File: src/hw/rtl/oetc_pkg.sv
package oetc_pkg;

	localparam int CHAR_W = 8;
	localparam int LINE_W = 4;
	localparam int ADDR_W = 10;
	localparam int WORD_W = 16;

	// attribute word layout
	localparam int FG_LSB = 8;
	localparam int BG_LSB = 12;
	localparam logic [WORD_W-1:0] ATTR_TILE_DIS  = 16'h8000;
	localparam logic [WORD_W-1:0] ATTR_BG_FIELD  = 16'h7000;
	localparam logic [WORD_W-1:0] ATTR_ALPHA_DIS = 16'h0800;
	localparam logic [WORD_W-1:0] ATTR_FG_FIELD  = 16'h0700;
	localparam logic [WORD_W-1:0] ATTR_INVERT    = 16'h0080;

	// message bytes with a meaning of their own
	localparam logic [CHAR_W-1:0] CH_END     = 8'h00;
	localparam logic [CHAR_W-1:0] CH_PERCENT = 8'h25;
	localparam logic [CHAR_W-1:0] CH_TILE    = 8'h74; // t
	localparam logic [CHAR_W-1:0] CH_UNTILE  = 8'h65; // e
	localparam logic [CHAR_W-1:0] CH_ALPHA   = 8'h68; // h
	localparam logic [CHAR_W-1:0] CH_UNALPHA = 8'h61; // a
	localparam logic [CHAR_W-1:0] CH_INV     = 8'h77; // w
	localparam logic [CHAR_W-1:0] CH_UNINV   = 8'h72; // r
	localparam logic [CHAR_W-1:0] CH_FG      = 8'h66; // f
	localparam logic [CHAR_W-1:0] CH_BG      = 8'h62; // b
	localparam logic [CHAR_W-1:0] CH_DIGIT0  = 8'h30;
	localparam logic [CHAR_W-1:0] CH_DIGIT7  = 8'h37;

	typedef enum logic [4:0] {
		MODE_NORMAL  = 5'b00001,
		MODE_PERCENT = 5'b00010,
		MODE_FG      = 5'b00100,
		MODE_BG      = 5'b01000,
		MODE_DONE    = 5'b10000
	} mode_t;

endpackage

File: src/hw/rtl/oetc_if.sv
interface oetc_in_if;
	import oetc_pkg::*;
	logic              valid;
	logic              ready;
	logic [CHAR_W-1:0] char_code;
	logic [LINE_W-1:0] line_index;
	logic              first_of_message;

	modport source (output valid, char_code, line_index, first_of_message, input ready);
	modport sink (input valid, char_code, line_index, first_of_message, output ready);
endinterface

interface oetc_out_if;
	import oetc_pkg::*;
	logic              valid;
	logic              ready;
	logic [ADDR_W-1:0] cell_address;
	logic [WORD_W-1:0] cell_word;

	modport source (output valid, cell_address, cell_word, input ready);
	modport sink (input valid, cell_address, cell_word, output ready);
endinterface

File: src/hw/rtl/osd_escape_text_to_cells.sv
// Escape-text decoder for one on-screen-display line: message bytes come in on
// "text", one item per byte, and each printable byte leaves as one character-RAM
// write on "cells" (address line*CELLS_PER_LINE+column mod 1024, word byte plus
// attributes mod 65536) until the line is full; '%' escapes change the attribute
// word or print a literal '%'. The block takes one byte every cycle while "cells"
// does not stall; a byte is held in the input register and its cell write then
// appears from the result register. While a cell write waits on "cells" the result
// register holds, and a byte in the input register holds behind it and stalls "text".
module osd_escape_text_to_cells
	import oetc_pkg::*;
#(
	parameter int CELLS_PER_LINE = 64,  // 8 .. 256
	parameter int NUM_LINES      = 16   // 1 .. 64
) (
	input  logic           clk,
	input  logic           arst_n,
	oetc_in_if.sink        text,
	oetc_out_if.source     cells
);

	// column counts up to and including a full line
	localparam int COL_W = $clog2(CELLS_PER_LINE + 1);
	localparam logic [COL_W-1:0] COL_FULL = COL_W'(CELLS_PER_LINE);

	// input register
	logic              valid_s1;
	logic [CHAR_W-1:0] char_s1;
	logic [LINE_W-1:0] line_s1;
	logic              first_s1;

	// message state
	mode_t             mode_q;
	logic [WORD_W-1:0] attr_q;
	logic [COL_W-1:0]  col_q;
	logic [LINE_W-1:0] line_q;

	// result register
	logic              out_valid_q;
	logic [ADDR_W-1:0] addr_q;
	logic [WORD_W-1:0] word_q;

	logic advance;
	logic step;

	// line_index mod NUM_LINES as a constant lookup
	logic [LINE_W-1:0] line_mod [2**LINE_W];
	for (genvar i = 0; i < 2**LINE_W; i++) begin : g_line_mod
		assign line_mod[i] = LINE_W'(i % NUM_LINES);
	end

	// result register frees up when empty or being drained
	assign advance    = !out_valid_q || cells.ready;
	assign step       = valid_s1 && advance;
	assign text.ready = !valid_s1 || advance;

	always_ff @(posedge clk or negedge arst_n) begin
		if (!arst_n) begin
			valid_s1 <= 1'b0;
		end else if (text.ready) begin
			valid_s1 <= text.valid;
		end
	end

	always_ff @(posedge clk) begin
		if (text.ready && text.valid) begin
			char_s1  <= text.char_code;
			line_s1  <= text.line_index;
			first_s1 <= text.first_of_message;
		end
	end

	// state as seen by this byte: a new message starts from a clean slate
	mode_t             mode_e;
	logic [WORD_W-1:0] attr_e;
	logic [COL_W-1:0]  col_e;
	logic [LINE_W-1:0] line_e;

	// next state and result
	mode_t             mode_d;
	logic [WORD_W-1:0] attr_d;
	logic [COL_W-1:0]  col_d;
	logic              print;
	logic              emit;
	logic [ADDR_W-1:0] addr_d;
	logic [WORD_W-1:0] word_d;

	always_comb begin
		if (first_s1) begin
			mode_e = MODE_NORMAL;
			attr_e = '0;
			col_e  = '0;
			line_e = line_mod[line_s1];
		end else begin
			mode_e = mode_q;
			attr_e = attr_q;
			col_e  = col_q;
			line_e = line_q;
		end

		mode_d = mode_e;
		attr_d = attr_e;
		print  = 1'b0;

		case (mode_e)
			MODE_NORMAL: begin
				if (char_s1 == CH_END) begin
					mode_d = MODE_DONE;
				end else if (char_s1 == CH_PERCENT) begin
					mode_d = MODE_PERCENT;
				end else begin
					print = 1'b1;
				end
			end
			MODE_PERCENT: begin
				mode_d = MODE_NORMAL;
				case (char_s1)
					CH_END:     mode_d = MODE_DONE;
					CH_PERCENT: print  = 1'b1;
					CH_TILE:    attr_d = attr_e | ATTR_TILE_DIS;
					CH_UNTILE:  attr_d = attr_e & ~ATTR_TILE_DIS;
					CH_ALPHA:   attr_d = attr_e | ATTR_ALPHA_DIS;
					CH_UNALPHA: attr_d = attr_e & ~ATTR_ALPHA_DIS;
					CH_INV:     attr_d = attr_e | ATTR_INVERT;
					CH_UNINV:   attr_d = attr_e & ~ATTR_INVERT;
					CH_FG:      mode_d = MODE_FG;
					CH_BG:      mode_d = MODE_BG;
					default:    mode_d = MODE_NORMAL; // unknown escape dropped
				endcase
			end
			MODE_FG, MODE_BG: begin
				mode_d = MODE_NORMAL;
				if (char_s1 == CH_END) begin
					mode_d = MODE_DONE;
				end else if (char_s1 inside {[CH_DIGIT0:CH_DIGIT7]}) begin
					// digit value is the low three bits
					if (mode_e == MODE_FG) begin
						attr_d = (attr_e & ~ATTR_FG_FIELD)
							| (WORD_W'(char_s1[2:0]) << FG_LSB);
					end else begin
						attr_d = (attr_e & ~ATTR_BG_FIELD)
							| (WORD_W'(char_s1[2:0]) << BG_LSB);
					end
				end
			end
			default: mode_d = MODE_DONE;
		endcase

		// full line ends the message instead of writing
		col_d = col_e;
		emit  = 1'b0;
		if (print) begin
			if (col_e >= COL_FULL) begin
				mode_d = MODE_DONE;
			end else begin
				emit   = 1'b1;
				col_d  = col_e + 1'b1;
				mode_d = MODE_NORMAL;
			end
		end

		addr_d = ADDR_W'(32'(line_e) * CELLS_PER_LINE + 32'(col_e));
		word_d = WORD_W'(char_s1) + attr_e;
	end

	always_ff @(posedge clk or negedge arst_n) begin
		if (!arst_n) begin
			mode_q <= MODE_DONE;
			attr_q <= '0;
			col_q  <= '0;
			line_q <= '0;
		end else if (step) begin
			mode_q <= mode_d;
			attr_q <= attr_d;
			col_q  <= col_d;
			line_q <= line_e;
		end
	end

	always_ff @(posedge clk or negedge arst_n) begin
		if (!arst_n) begin
			out_valid_q <= 1'b0;
		end else if (advance) begin
			out_valid_q <= step && emit;
		end
	end

	always_ff @(posedge clk) begin
		if (step && emit) begin
			addr_q <= addr_d;
			word_q <= word_d;
		end
	end

	assign cells.valid        = out_valid_q;
	assign cells.cell_address = addr_q;
	assign cells.cell_word    = word_q;

endmodule
File: src/flat_wrapper.sv
// flat-port wrapper written by rule: the top's interface ports become plain ports
module osd_escape_text_to_cells_flat import oetc_pkg::*;
#(
	parameter int CELLS_PER_LINE = 64,             
	parameter int NUM_LINES      = 16             
)
  (clk, arst_n, text_valid, text_char_code, text_line_index, text_first_of_message, text_ready, cells_valid, cells_cell_address, cells_cell_word, cells_ready);
  oetc_in_if text_i ();
  oetc_out_if cells_i ();
  input  logic clk;
  input  logic arst_n;
  input wire logic [$bits(text_i.valid)-1:0] text_valid;
  input wire logic [$bits(text_i.char_code)-1:0] text_char_code;
  input wire logic [$bits(text_i.line_index)-1:0] text_line_index;
  input wire logic [$bits(text_i.first_of_message)-1:0] text_first_of_message;
  output wire logic [$bits(text_i.ready)-1:0] text_ready;
  output wire logic [$bits(cells_i.valid)-1:0] cells_valid;
  output wire logic [$bits(cells_i.cell_address)-1:0] cells_cell_address;
  output wire logic [$bits(cells_i.cell_word)-1:0] cells_cell_word;
  input wire logic [$bits(cells_i.ready)-1:0] cells_ready;
  assign text_i.valid = text_valid;
  assign text_i.char_code = text_char_code;
  assign text_i.line_index = text_line_index;
  assign text_i.first_of_message = text_first_of_message;
  assign text_ready = text_i.ready;
  assign cells_valid = cells_i.valid;
  assign cells_cell_address = cells_i.cell_address;
  assign cells_cell_word = cells_i.cell_word;
  assign cells_i.ready = cells_ready;
  osd_escape_text_to_cells #(.CELLS_PER_LINE(CELLS_PER_LINE), .NUM_LINES(NUM_LINES)) u_core (.clk(clk), .arst_n(arst_n), .text(text_i), .cells(cells_i));
endmodule
File: config.mk
export PLATFORM = sky130hd
export DESIGN_NAME = osd_escape_text_to_cells_flat
export DESIGN_NICKNAME = d
export VERILOG_FILES = /design/src/hw/rtl/oetc_pkg.sv /design/src/hw/rtl/oetc_if.sv /design/src/hw/rtl/osd_escape_text_to_cells.sv /design/src/flat_wrapper.sv
export SDC_FILE = /design/constraint.sdc
export NUM_CORES = 1
export LEC_CHECK = 0
export ABC_CLOCK_PERIOD_IN_PS = 8500
export BUFFER_PORTS_ARGS = -buffer_cell sky130_fd_sc_hd__buf_4
export CORE_ASPECT_RATIO = 0.7
export CORE_MARGIN = 2
export CORE_UTILIZATION = 65
export CTS_BUF_LIST = sky130_fd_sc_hd__clkbuf_4 sky130_fd_sc_hd__clkbuf_8
export CTS_CLUSTER_SIZE = 30
export DETAILED_ROUTE_END_ITERATION = 10
export PLACE_DENSITY = 0.93
export SLEW_MARGIN = 20
export SYNTH_ARGS = -nofsm -noshare
export SYNTH_HDL_FRONTEND = slang
export SYNTH_SLANG_ARGS = --single-unit
File: constraint.sdc
create_clock -name clk -period 8.5 [get_ports clk]
set_input_delay 0 -clock clk [delete_from_list [all_inputs] [get_ports clk]]
set_output_delay 0 -clock clk [all_outputs]
set_load 0.02 [all_outputs]
==> flow_summary.ini <==
[logic_synthesis]
syn_inst = 313
yosys_register_bits = 73
yosysSeqAreaShare_pct = 55.1
syn-cell-area_um2 = 3670
async_reset_ff_share_pct = 46.6
synthTopCellsByArea = edfxtp_1 (32%), dfrtp_1 (22%), ha_1 (3.7%)
synth-edff-count = 39
synthFlopType = edfxtp_1
ys_warn_count = 0
synth_top_cell_area_share_pct = 31.9
avgSynthCellArea_um2 = 11.7
syn_nets = 342
synth_top_area_cell = edfxtp_1
synth_cell_type_count = 64

[die]
die_x_um = 93.9
dieArea_um2 = 6280
io_pins = 45
start_util_pct = 68.8
row_count = 22
coreArea_um2 = 5340
die_h_um = 66.9

[detailed_routing]
ant_nets = 0
drt-total-wl_um = 8150
routed_wire_length_per_instance_um = 18.1
drc = 0
vias_per_cell = 6.07
dr_total_vias = 2732
first_pass_iters = 5
drt_iter0_markers = 303

[clock_tree]
clkSinkCount = 73
htree_levels = 3
numCtsBuffers = 9
cts-root-buf = clkbuf_8
clock_latency_ps = 360
ctsResizeCount = 0
post-cts-setup-buffers = 0
cts_tree = built
cts_buffer_depth = 2
path_clk_slew_ps = 80

[placement]
gp_congestion = 0.871
dp_slack_ps = 5460
placed_cell_area_um2 = 4000
io_buffers = 44
dpl.hpwl_um = 4910

[layout]
finalInstanceArea_um2 = 4380
final_common_cell = buf_4
fin_util_pct = 82.0
antenna_cells = 0
layout_common_cells = buf_4 (45), edfxtp_1 (39), dfrtp_1 (33), nand2_1 (30)
syn_to_final_growth_pct = 19.2
layout-drive-gt1-share_pct = 21.2
nNetsFinal = 402

[critical_path]
path_buf_inv = 1
slowest_delay_ps = 800
critPathKind = flip-flop to flip-flop
crit_arrival_ps = 3440
crit_path_end_kind = flip-flop
start_kind = flip-flop
critPathRequiredTime_ps = 8740
path_max_fanout = 28
critPathTopFamily = compound AO/OA/AOI/OAI gates
cp_slowest_cell = clkinv_1
crit_chain = nor4_4, o211a_1, o22ai_2, and2b_1, nand2_1, clkinv_1, a32o_1

[timing]
max_slew_margin_pct = 31.6
skew_ps = 13.1
slew_violations = 0
tns_ps = 0
setup_ws_ps = 5300
finalHoldViolCount = 0
min_period_ps = 3200
timing.hold.ws_ps = 121
max_freq_mhz = 312
tightest_slew_ps = 1020
timing.final.crit_share_pct = 37.7
setup_viol = 0
rsz0062_at_grt = no

[power]
leakage_nw = 1.91
powerDensity_nw_per_um2 = 231
peakVddDrop_v = 0.000186

[status]
status = finished, final reports clean

[global_routing]
overflow = 0
grt_pass1_vias = 2658
antenna_found_initial = 0
grt_pass1_wl_um = 13000
track_usage_pct = 28.3
grt_max_degree = 41

[run]
maxCapViolCount = 0

[worst_hold_path]
hold_path_class = primary input to async pin
[area by class of cell]
type / instances / area [um2]
flip-flops and latches: 73 / 2020
multi-input cells: 218 / 1510
fillers: 288 / 961
repair buffers: 62 / 508
clock buffers: 10 / 131
well taps: 72 / 90.1
clock inverters: 6 / 82.6
inverters: 9 / 33.8
[sequential cells by signal (all words and copies together) (netlist names)]
name	cells
u_core.col_q	7
u_core.char_s1	8
u_core.first_s1	1
u_core.attr_q	16
u_core.cells.valid	1
u_core.cells.cell_address	10
u_core.line_q	4
u_core.valid_s1	1
u_core.line_s1	4
u_core.cells.cell_word	16
u_core.mode_q	5
[layer usage]
layer	global-route usage (%)	vias to the layer above	part of all wire, %
met5	0	-	0
met4	10.3	0	2.2
met3	7.92	25	8.4
met2	46.7	145	48
met1	36.3	1295	41
li1	-	1267	-
[power by group]
part	total [mW]	internal [mW]	switching, mW
clock network	0.295	0.167	0.128
registers	0.483	0.444	0.0391
logic	0.234	0.0951	0.139
[what timing repair did]
| action | CTS | global route |
|---|---|---|
| endpoints found under the setup margin | 0 | 0 |
| hold endpoints to repair | 49 | 0 |
| hold buffers | 17 | 0 |
[final timing paths]
check                                    endpoint              start  slack, ps  depth (start not counted)
worst max-delay path              u_core.col_q[1]  u_core.char_s1[1]       5300                          7
worst min-delay path             u_core.line_q[0]             arst_n        120                          2
worst max register to register    u_core.col_q[1]  u_core.char_s1[1]       5300                          7
worst min register to register   u_core.attr_q[0]   u_core.attr_q[0]        490                          1
max in group asynchronous        u_core.mode_q[4]             arst_n       8040                          2
min in group clk                u_core.char_s1[6]  text_char_code[6]        360                          2
[cells in the mapped netlist (4+ instances only)]
cell      count
clkbuf_1      5
dfrtp_1      33
nor2b_1      17
nor3_1        6
and2_1        9
xor2_1        9
mux2_2        6
nor2_1       12
inv_1         9
xnor2_1       8
nand2b_1      7
mux2i_1       5
nand2_1      30
a21oi_1      11
ha_1         11
and3_1        4
a22o_1        5
nand3_1      11
o21ai_0      14
nor4_1        5
edfxtp_1     39
[metrics by stage]
step	total power, mW	instances
2_1_floorplan	0.632	313
3_3_place_gp	0.698	417
3_5_place_dp	0.707	417
4_1_cts	1.01	450
5_1_grt	1.05	450
6_report	1.01	450
[cells by family after synthesis]
family | Yosys count | share of synthesized area (%)
buffers and inverters | 22 | 3.81
and+or+nand+nor | 122 | 18.8
AOI/OAI and AO/OA | 56 | 10.7
xor gates and xnor gates | 17 | 4.05
muxes | 11 | 3.20
adders and majority gates | 12 | 4.29
DFF | 73 | 55.1
(Power assumes the default switching activity.)
